===== src/hdl/scop_pkg.sv =====
// ----------------------------------------------------------------------------
// scop_pkg
// Shared widths, constants and types of the soft-clip overdrive.
// ----------------------------------------------------------------------------
package scop_pkg;

	localparam int unsigned SMP_W  = 16;
	localparam int unsigned LVL_W  = 7;
	localparam int unsigned MAG_W  = 12;
	localparam int unsigned SQ_W   = 2 * MAG_W;
	localparam int unsigned QUO_W  = 11;
	localparam int unsigned THR_W  = 12;
	localparam int unsigned SCL_W  = 10;
	localparam int unsigned PRD_W  = 24;
	localparam int unsigned RCP_W  = 23;
	localparam int unsigned RCP_SH = 30;

	// Multiplying by ceil(2^30/200) and shifting right by 30 divides any
	// magnitude below 2^22 by 200 exactly.
	localparam logic [RCP_W-1:0] RECIP_200 = 23'd5368710;

	localparam logic [SCL_W-1:0] SCALE_BASE = 10'd200;

	localparam logic [LVL_W-1:0] CLIP_RST = 7'd50;
	localparam logic [LVL_W-1:0] GAIN_RST = 7'd50;

	typedef enum logic [1:0] {
		REG_ENABLE = 2'd0,
		REG_CLIP   = 2'd1,
		REG_GAIN   = 2'd2,
		REG_NONE   = 2'd3
	} reg_idx_t;

	typedef struct packed {
		logic                    byp;
		logic signed [SMP_W-1:0] x;
		logic [SQ_W-1:0]         rem;
		logic [SQ_W-1:0]         dvs;
		logic [QUO_W-1:0]        quo;
	} div_beat_t;

endpackage


===== src/hdl/soft_clip_overdrive.sv =====
// ----------------------------------------------------------------------------
// soft_clip_overdrive
// Symmetrical soft-clipping overdrive for a stream of 16-bit audio samples.
// ----------------------------------------------------------------------------
// Samples enter on the s_ channel and leave on the m_ channel, one result
// beat for every input beat, in order. The APB port holds enable at 0x0,
// clip level at 0x4 and gain level at 0x8; write them only while no beat is
// in flight. The block takes one beat per cycle while a stage has room, and
// each result passes through one squaring stage, a row of 11 division
// cells that each settle one quotient bit of the knee term, the curve
// stage, the gain multiply, the multiply by the reciprocal of 200, and the
// output register. Every stage has its own valid bit, so a stalled output
// only holds back as many stages as are full, and the input stays ready
// while any stage has room. Reset empties the pipeline and loads enable 0,
// clip 50 and gain 50.
// ----------------------------------------------------------------------------
module soft_clip_overdrive (
	input  logic        clk,
	input  logic        arst_n,
	input  logic        s_tvalid,
	output logic        s_tready,
	input  logic [15:0] s_tdata,   // [15:0] sample_in
	output logic        m_tvalid,
	input  logic        m_tready,
	output logic [15:0] m_tdata,   // [15:0] sample_out
	input  logic        psel,
	input  logic        penable,
	input  logic        pwrite,
	input  logic [3:0]  paddr,
	input  logic [31:0] pwdata,
	output logic [31:0] prdata,
	output logic        pready
);

	localparam int unsigned NC = scop_pkg::QUO_W;

	logic                              enable_q;
	logic [scop_pkg::LVL_W-1:0]        clip_q;
	logic [scop_pkg::LVL_W-1:0]        gain_q;
	scop_pkg::reg_idx_t                idx;

	logic                              v_s1;
	logic signed [scop_pkg::SMP_W-1:0] x_s1;
	logic [scop_pkg::SQ_W-1:0]         sq_s1;
	logic                              byp_s1;
	logic                              free_s1;
	logic [scop_pkg::SMP_W:0]          absx;
	logic [scop_pkg::MAG_W-1:0]        mag;
	logic [scop_pkg::THR_W-1:0]        thr;

	logic                 link_valid [0:NC];
	logic                 link_free  [0:NC];
	scop_pkg::div_beat_t  link_data  [0:NC];

	assign pready = 1'b1;
	assign idx    = scop_pkg::reg_idx_t'(paddr[3:2]);

	always_ff @(posedge clk or negedge arst_n) begin
		if (!arst_n) begin
			enable_q <= 1'b0;
			clip_q   <= scop_pkg::CLIP_RST;
			gain_q   <= scop_pkg::GAIN_RST;
		end else if (psel && penable && pwrite && pready) begin
			unique case (idx)
				scop_pkg::REG_ENABLE: enable_q <= pwdata[0];
				scop_pkg::REG_CLIP:   clip_q   <= pwdata[scop_pkg::LVL_W-1:0];
				scop_pkg::REG_GAIN:   gain_q   <= pwdata[scop_pkg::LVL_W-1:0];
				default: ;
			endcase
		end
	end

	always_comb begin
		unique case (idx)
			scop_pkg::REG_ENABLE: prdata = {31'd0, enable_q};
			scop_pkg::REG_CLIP:   prdata = {25'd0, clip_q};
			scop_pkg::REG_GAIN:   prdata = {25'd0, gain_q};
			default:              prdata = 32'd0;
		endcase
	end

	assign absx = s_tdata[15] ? (17'd0 - {1'b1, s_tdata}) : {1'b0, s_tdata};
	assign mag  = absx[scop_pkg::MAG_W-1:0];

	assign free_s1  = ~v_s1 | link_free[0];
	assign s_tready = free_s1;

	always_ff @(posedge clk or negedge arst_n) begin
		if (!arst_n) begin
			v_s1 <= 1'b0;
		end else if (free_s1) begin
			v_s1 <= s_tvalid;
		end
	end

	always_ff @(posedge clk) begin
		if (free_s1 && s_tvalid) begin
			x_s1   <= s_tdata;
			sq_s1  <= mag * mag;
			byp_s1 <= ~enable_q;
		end
	end

	assign thr = {clip_q, 5'b00000} - {4'b0000, clip_q, 1'b0};

	assign link_valid[0]    = v_s1;
	assign link_data[0].byp = byp_s1;
	assign link_data[0].x   = x_s1;
	assign link_data[0].rem = sq_s1;
	assign link_data[0].dvs = {2'b00, thr, 10'd0};
	assign link_data[0].quo = '0;

	for (genvar i = 0; i < NC; i++) begin : g_cell
		scop_div_cell u_cell (
			.clk       (clk),
			.arst_n    (arst_n),
			.in_valid  (link_valid[i]),
			.in_data   (link_data[i]),
			.in_free   (link_free[i]),
			.out_valid (link_valid[i+1]),
			.out_data  (link_data[i+1]),
			.out_free  (link_free[i+1])
		);
	end

	scop_shape u_shape (
		.clk      (clk),
		.arst_n   (arst_n),
		.in_valid (link_valid[NC]),
		.in_data  (link_data[NC]),
		.in_free  (link_free[NC]),
		.clip     (clip_q),
		.gain     (gain_q),
		.m_tvalid (m_tvalid),
		.m_tready (m_tready),
		.m_tdata  (m_tdata)
	);

endmodule


===== src/hdl/scop_div_cell.sv =====
// ----------------------------------------------------------------------------
// scop_div_cell
// One restoring division step; cells in a row produce one quotient bit each.
// ----------------------------------------------------------------------------
module scop_div_cell (
	input  logic                  clk,
	input  logic                  arst_n,
	input  logic                  in_valid,
	input  scop_pkg::div_beat_t   in_data,
	output logic                  in_free,
	output logic                  out_valid,
	output scop_pkg::div_beat_t   out_data,
	input  logic                  out_free
);

	logic                valid_q;
	scop_pkg::div_beat_t data_q;
	logic                ge;
	logic [scop_pkg::SQ_W-1:0] rem_next;

	assign in_free   = ~valid_q | out_free;
	assign out_valid = valid_q;
	assign out_data  = data_q;

	assign ge       = in_data.rem >= in_data.dvs;
	assign rem_next = ge ? (in_data.rem - in_data.dvs) : in_data.rem;

	always_ff @(posedge clk or negedge arst_n) begin
		if (!arst_n) begin
			valid_q <= 1'b0;
		end else if (in_free) begin
			valid_q <= in_valid;
		end
	end

	always_ff @(posedge clk) begin
		if (in_free && in_valid) begin
			data_q.byp <= in_data.byp;
			data_q.x   <= in_data.x;
			data_q.rem <= rem_next;
			data_q.dvs <= in_data.dvs >> 1;
			data_q.quo <= {in_data.quo[scop_pkg::QUO_W-2:0], ge};
		end
	end

endmodule


===== src/hdl/scop_shape.sv =====
// ----------------------------------------------------------------------------
// scop_shape
// Piecewise clipping curve, gain scaling, division by 200 and output register.
// ----------------------------------------------------------------------------
module scop_shape (
	input  logic                          clk,
	input  logic                          arst_n,
	input  logic                          in_valid,
	input  scop_pkg::div_beat_t           in_data,
	output logic                          in_free,
	input  logic [scop_pkg::LVL_W-1:0]    clip,
	input  logic [scop_pkg::LVL_W-1:0]    gain,
	output logic                          m_tvalid,
	input  logic                          m_tready,
	output logic [scop_pkg::SMP_W-1:0]    m_tdata
);

	logic v_sh_q, v_p1_q, v_p2_q, v_out_q;
	logic free_sh, free_p1, free_p2, free_out;

	logic signed [13:0]             y_s1;
	logic                           byp_s1;
	logic signed [scop_pkg::SMP_W-1:0] x_s1;

	logic signed [scop_pkg::PRD_W-1:0] p_s2;
	logic                           byp_s2;
	logic signed [scop_pkg::SMP_W-1:0] x_s2;

	logic [scop_pkg::SMP_W-1:0]     mq_s3;
	logic                           neg_s3;
	logic                           byp_s3;
	logic signed [scop_pkg::SMP_W-1:0] x_s3;

	logic [scop_pkg::SMP_W-1:0]     out_q;

	logic signed [19:0] xs, third, two, thr, qq, y;
	logic [scop_pkg::THR_W-1:0] third_u;
	logic [scop_pkg::SCL_W-1:0] scale;
	logic [scop_pkg::PRD_W-2:0] mag;
	logic [scop_pkg::PRD_W-2+scop_pkg::RCP_W:0] prod;
	logic signed [scop_pkg::SMP_W:0] sv;
	logic [scop_pkg::SMP_W-1:0] sat;

	assign free_out = ~v_out_q | m_tready;
	assign free_p2  = ~v_p2_q | free_out;
	assign free_p1  = ~v_p1_q | free_p2;
	assign free_sh  = ~v_sh_q | free_p1;
	assign in_free  = free_sh;

	assign m_tvalid = v_out_q;
	assign m_tdata  = out_q;

	always_comb begin
		third_u = {2'b00, clip, 3'b000} + {4'b0000, clip, 1'b0};
		xs      = {{4{in_data.x[15]}}, in_data.x};
		third   = {8'd0, third_u};
		two     = third <<< 1;
		thr     = two + third;
		qq      = {9'd0, in_data.quo};
		if (xs <= -two) begin
			y = -thr;
		end else if (xs <= -third) begin
			y = third + (xs <<< 2) + (qq <<< 1) + qq;
		end else if (xs < third) begin
			y = xs <<< 1;
		end else if (xs <= two) begin
			y = -third + (xs <<< 2) - (qq <<< 1) - qq;
		end else begin
			y = thr;
		end
	end

	assign scale = scop_pkg::SCALE_BASE + {2'b00, gain, 1'b0} + {3'b000, gain};
	assign mag   = p_s2[scop_pkg::PRD_W-1] ? (scop_pkg::PRD_W-1)'(-p_s2)
		: p_s2[scop_pkg::PRD_W-2:0];
	assign prod  = mag * scop_pkg::RECIP_200;

	always_comb begin
		sv = neg_s3 ? -$signed({1'b0, mq_s3}) : $signed({1'b0, mq_s3});
		if (sv > 17'sd32767) begin
			sat = 16'h7FFF;
		end else if (sv < -17'sd32768) begin
			sat = 16'h8000;
		end else begin
			sat = sv[scop_pkg::SMP_W-1:0];
		end
	end

	always_ff @(posedge clk or negedge arst_n) begin
		if (!arst_n) begin
			v_sh_q  <= 1'b0;
			v_p1_q  <= 1'b0;
			v_p2_q  <= 1'b0;
			v_out_q <= 1'b0;
		end else begin
			if (free_sh) begin
				v_sh_q <= in_valid;
			end
			if (free_p1) begin
				v_p1_q <= v_sh_q;
			end
			if (free_p2) begin
				v_p2_q <= v_p1_q;
			end
			if (free_out) begin
				v_out_q <= v_p2_q;
			end
		end
	end

	always_ff @(posedge clk) begin
		if (free_sh && in_valid) begin
			y_s1   <= y[13:0];
			byp_s1 <= in_data.byp;
			x_s1   <= in_data.x;
		end
		if (free_p1 && v_sh_q) begin
			p_s2   <= scop_pkg::PRD_W'(y_s1 * $signed({1'b0, scale}));
			byp_s2 <= byp_s1;
			x_s2   <= x_s1;
		end
		if (free_p2 && v_p1_q) begin
			mq_s3  <= prod[scop_pkg::RCP_SH+scop_pkg::SMP_W-1:scop_pkg::RCP_SH];
			neg_s3 <= p_s2[scop_pkg::PRD_W-1];
			byp_s3 <= byp_s2;
			x_s3   <= x_s2;
		end
		if (free_out && v_p2_q) begin
			out_q <= byp_s3 ? x_s3 : sat;
		end
	end

endmodule


===== config.mk =====
export PLATFORM = sky130hd
export DESIGN_NAME = soft_clip_overdrive
export DESIGN_NICKNAME = d
export VERILOG_FILES = /design/src/hdl/scop_pkg.sv /design/src/hdl/soft_clip_overdrive.sv /design/src/hdl/scop_div_cell.sv /design/src/hdl/scop_shape.sv
export SDC_FILE = /design/constraint.sdc
export NUM_CORES = 2
export LEC_CHECK = 0
export BUFFER_PORTS_ARGS = -buffer_cell sky130_fd_sc_hd__buf_2
export CAP_MARGIN = 5
export CELL_PAD_IN_SITES_DETAIL_PLACEMENT = 0
export CELL_PAD_IN_SITES_GLOBAL_PLACEMENT = 1
export CORE_MARGIN = 5
export CORE_UTILIZATION = 53
export DETAILED_ROUTE_END_ITERATION = 8
export PLACE_DENSITY_LB_ADDON = 0.1
export SYNTH_ARGS = -nofsm -noshare
export SYNTH_HDL_FRONTEND = slang
export SYNTH_SLANG_ARGS = --single-unit

===== constraint.sdc =====
create_clock -name clk -period 11.2 [get_ports clk]
set_clock_uncertainty 0.05 [all_clocks]
set_input_delay 3.36 -clock clk [delete_from_list [all_inputs] [get_ports clk]]
set_output_delay 3.36 -clock clk [all_outputs]
set_load 0.02 [all_outputs]

-- Yosys cells after proc, flatten, opt, wreduce, memory -nomap -nowiden
Index checks and enable logic that the tools add are counted.
- output and inout bits: 51
- input bits: 59
- logic and storage cells: 211
- register bits after elaboration: 807
- muxes and demuxes: 21
- bitwise operators: 33
- reductions and logical operators: 22
- eq/ne operators: 2
- magnitude comparators: 17
- add/sub/neg operators: 27
- $mul: 3
- operator list (cell ; number):
    24-bit 2-to-1 mux ; 10
    14-bit 2-to-1 mux ; 4
    16-bit 2-to-1 mux ; 3
    23-bit by 22-bit multiplier with 45-bit output (second input constant) ; 1
    16-bit by 20-bit <= comparator with 1-bit output ; 2
    24-bit by 12-bit greater-or-equal comparator with 1-bit output ; 1
    24-bit by 13-bit greater-or-equal comparator with 1-bit output ; 1
    24-bit by 14-bit greater-or-equal comparator with 1-bit output ; 1
    24-bit by 15-bit greater-or-equal comparator with 1-bit output ; 1
    24-bit by 16-bit greater-or-equal comparator with 1-bit output ; 1
    24-bit by 17-bit greater-or-equal comparator with 1-bit output ; 1
    24-bit by 18-bit greater-or-equal comparator with 1-bit output ; 1
    24-bit by 19-bit greater-or-equal comparator with 1-bit output ; 1
    24-bit by 20-bit greater-or-equal comparator with 1-bit output ; 1
    24-bit by 21-bit greater-or-equal comparator with 1-bit output ; 1
    24-bit by 22-bit greater-or-equal comparator with 1-bit output ; 1
    12-bit by 12-bit multiplier with 24-bit output ; 1
    14-bit by 11-bit multiplier with 24-bit output ; 1
    24-bit by 13-bit subtractor with 24-bit output ; 1
    24-bit by 14-bit subtractor with 24-bit output ; 1
    24-bit by 15-bit subtractor with 24-bit output ; 1
    24-bit by 16-bit subtractor with 24-bit output ; 1
    24-bit by 17-bit subtractor with 24-bit output ; 1
    24-bit by 18-bit subtractor with 24-bit output ; 1
    36 further kinds ; 86

-- Logic depth before layout (Yosys ltp)
- depth after elaboration: 18
- depth in mapped cells: 31
- gate-level depth less buffers: 31

-- Cells and area by module
A second synthesis with hierarchy kept.
- cell total of the unflattened synthesis: 6737
- area total of the unflattened synthesis: 76395.8 um^2
- by module, submodules not included (module ; sequential area each (um^2) ; cells an instance ; area each (um^2) ; times used):
    scop_div_cell at g_cell[0].u_cell ... ; 2277.2 ; 334 ; 4210.3 ; 10
    scop_shape ; 3763.6 ; 2395 ; 23882.9 ; 1
    soft_clip_overdrive ; 1579.0 ; 647 ; 6382.4 ; 1
    scop_div_cell at g_cell[2].u_cell ; 2277.2 ; 355 ; 4027.6 ; 1

-- Least setup slack after synthesis
No wires, ideal clock.
- path kind: in2reg
- start: input port s_tdata[0]
- end: register sq_s1[22] in the netlist's numbering (data pin)
- slack: 1.338 ns
- setup time: 0.257 ns
- stages on the path: 26
- arrival time: 9.555 ns
- buffers on the path: 2
- required time: 10.893 ns
- cells stage by stage: inv_1 -> clkbuf_1 -> ha_1 -> nand3b_1 -> or2_2 -> o21ai_0 -> xor2_1 -> clkbuf_1 -> nor2_1 -> fa_1 -> inv_1 -> fa_1 -> fa_1 -> inv_1 -> fa_1 -> fa_1 -> ha_1 -> or2_2 -> a21oi_1 -> a21oi_1 -> a41oi_1 -> a2111oi_0 -> o21a_1 -> o21a_1 -> o41a_1 -> xor2_1
- cells in the longest elaborated chain, start to end: 3
- RTL lines (item ; RTL line ; text):
    start: declaration ; soft_clip_overdrive.sv:22 ; input logic [15:0] s_tdata,
    1-bit by 12-bit subtractor with 12-bit output ; soft_clip_overdrive.sv:82 ; assign absx = s_tdata[15] ? (17'd0 - {1'b1, s_tdata}) : {1'b0, s_tdata};
    12-bit 2-to-1 mux (*) ; soft_clip_overdrive.sv:82 ;
    12-bit by 12-bit multiplier with 24-bit output (*) ; soft_clip_overdrive.sv:99 ; sq_s1 <= mag * mag;
    end signal: assignment ; soft_clip_overdrive.sv:99 ;
    end: declaration ; soft_clip_overdrive.sv:44 ; logic [scop_pkg::SQ_W-1:0] sq_s1;
Every way passes the cells marked *; elsewhere a longest branch is shown, timed or not.
A chain may end at the register's enable or synchronous reset.

-- Worst setup path in the final report
- start: input port s_tdata[2]
- end: register sq_s1[22] in the netlist's numbering (data pin)
Same word-level chain as after synthesis.

==> results_dict.tcl <==
set metrics [dict create \
    cts_resized 0 \
    grt-ovfl-total 0 \
    hold_buffers 0 \
    synth_top_cell_by_area "edfxtp_1" \
    clock_latency_ns 0.64 \
    clkTransAtPathRegs_ns 0.06 \
    pre_cts_ws_ns 0.7831 \
    setup_viol 0 \
    startpoint "s_tdata[2]" \
    post_cts_buffers 0 \
    crit_required_ns 11.52 \
    cts_sinks 775 \
    r2r-start "u_shape.p_s2[8]$_DFFE_PP_" \
    initialDrtViolationCount 1764 \
    grt_pass1_wl_um 182900 \
    initial_core_util 0.5357 \
    fin_nets 6097 \
    routedWlPerCell_um 17.23 \
    drive_gt1_frac 0.06620 \
    worstPathArrival_ns 10.19 \
    die_y_um 333.9 \
    drt-vias-per-instance 5.166 \
    multi_input_area_um2 28640 \
    status "completed" \
    max_freq_mhz 101.3 \
    yosysMostFrequentCell "inv_1" \
    hold_class "flop to flop" \
    wl_um 111600 \
    grt_max_degree 61 \
    synthDistinctLibCells 85 \
    ios 110 \
    register_area_um2 23120 \
    num_rows 118 \
    synth_seq_cells 775 \
    netlist_top_cells_count "inv_1, edfxtp_1, ha_1" \
    cts_root_buf "clkbuf_16" \
    async_flop_share 0.04000 \
    ys_seq_area_frac 0.4159 \
    syn_area_per_cell_um2 11.33 \
    ant_nets 0 \
    synth_top_area_share 0.4018 \
    cts_max_level 3 \
    hpwl_um 89800 \
    antenna_found_initial 9 \
    gp_routability_congestion 0.8872 \
    route.detailed.drc 0 \
    synth_cells 4907 \
    crit_slowest_cell "a2111oi_0" \
    core_area_um2 103800 \
    cts_buffers 82 \
    hold_violations 0 \
    synth-edff-count 744 \
    slew_viol_final 0 \
    numPortBuffers 56 \
    hp-start "g_cell[5].u_cell.out_data[60]$_DFFE_PP_" \
    first_global_vias 34010 \
    tns_ns 0 \
    rsz0062_at_grt "no" \
    start_kind "input pin" \
    worst_pin_slew_ns 1.251 \
    cp-end-kind "flop" \
    drv_cap 0 \
    firstDrtPassIters 5 \
    crit_type "input pin to flop" \
    synth_area_leaders "edfxtp_1, fa_1, ha_1" \
    yosys_most_used_dff "edfxtp_1" \
    yosysWarnings 0 \
    area_growth_syn_to_layout_pct 8.815 \
    max_stage_delay_ns 0.73 \
    min_period_ns 9.876 \
    cts_buffer_depth 3 \
    max_slew_margin 0.1631 \
    cpMostUsedCell "fa_1" \
    cts_tree "done" \
    finalCritPeriodShare 0.8818 \
    die_w_um 333.9 \
    synth_area_um2 55600 \
    die_area_um2 111500 \
    vias 33460 \
    crit_fanout 5 \
    grt_util_all_layers 0.2047 \
    fillers 8681 \
    setup_slack_ns 1.324 \
]
[worst paths after layout]
path	to	slack, ns	cells after the start
max	sq_s1[22]$_DFFE_PP_	1.32	25
min	g_cell[6].u_cell.out_data[60]$_DFFE_PP_	0.35	0
max reg2reg	u_shape.mq_s3[15]$_DFFE_PP_	1.87	27
min reg2reg	g_cell[6].u_cell.out_data[60]$_DFFE_PP_	0.35	0
max in group asynchronous	g_cell[9].u_cell.out_valid$_DFFE_PN0P_	7.80	1
min in group asynchronous	g_cell[2].u_cell.out_valid$_DFFE_PN0P_	2.78	1
[worst max-delay path: cells and delay by family]
| kind | cells | cell delay, ns |
|---|---|---|
| buffers and inverters | 5 | 0.51 |
| adders and majority gates | 6 | 2.95 |
| xor gates and xnor gates | 2 | 0.27 |
| AOI/OAI and AO/OA | 8 | 2.17 |
| and+or+nand+nor | 4 | 0.92 |
[cell type report]
cell class | instances | area share
multi-input combinational | 3111 | 0.4734
tap | 1380 | 0.02854
clock inverter | 50 | 0.009492
antenna | 6 | 0.0002482
inverter | 941 | 0.05838
sequential | 775 | 0.3822
clock buffer | 99 | 0.03580
timing repair buffer | 115 | 0.01195
[state kept, by name, summed over array words and instances, names as in the netlist, 11 cells and up]
register	count
u_shape.x_s3	16
u_shape.mq_s3	16
u_shape.x_s1	16
g_cell.u_cell.out_valid	11
x_s1	16
sq_s1	22
g_cell.u_cell.out_data	583
u_shape.m_tdata	16
u_shape.x_s2	16
u_shape.p_s2	24
u_shape.y_s1	14
[stage by stage]
| step | std cells | hold WS (ns) | instance area, um2 | util |
|---|---|---|---|---|
| CTS | 6471 | 0.3476 | 60490 | 0.5828 |
| global route | 6472 | 0.3571 | 60490 | 0.5828 |
| global placement | 6322 | 0.3509 | 57750 | 0.5564 |
| detailed placement | 6322 | 0.3545 | 57750 | 0.5564 |
| floorplan | 4931 | 0.3503 | 55690 | - |
| finish | 6477 | 0.3525 | 60500 | 0.5829 |
[layer usage]
layer,vias to the layer above,global-route usage,part of all wire
li1,16660,-,-
met1,16140,0.2932,0.47
met2,550,0.3413,0.47
met3,112,0.02878,0.042
met4,6,0.03623,0.016
met5,-,0,0.00030
[cells in the final DEF (no fill, tap or decap), types with 14 or more instances in the layout]
master and n:
ha_1 573, mux2_2 24, or2_2 22, conb_1 26, edfxtp_1 744, inv_1 938, o211ai_1 16, o21ai_0 157
and3_1 22, and2_1 74, nand3_1 48, nor2_1 277, mux2i_1 17, a21oi_1 190, nor2b_1 64, a21o_1 54
nand2b_1 66, or3_1 18, buf_2 56, o31ai_1 41, buf_4 59, xnor2_1 190, nand2_1 290, nand4_1 34
dfrtp_1 25, clkinv_1 14, a21boi_0 39, xor2_1 100, fa_1 439, clkbuf_16 82, nor3_1 77, nor4_1 32
o21a_1 26
[cell families after synthesis]
group / count (synthesis) / share of synthesized area
flops: 775 / 0.4159
fa+ha+maj: 1012 / 0.2870
simple gates: 1090 / 0.09645
compound gates: 645 / 0.07320
xor+xnor: 296 / 0.04663
mux: 42 / 0.008101
buf+inv: 1045 / 0.07257
other cells: 2 / 0.0001351
Power is left out: the tool's default activity adds up to more than one toggle a clock period on the data nets, which glitch-free logic cannot reach.
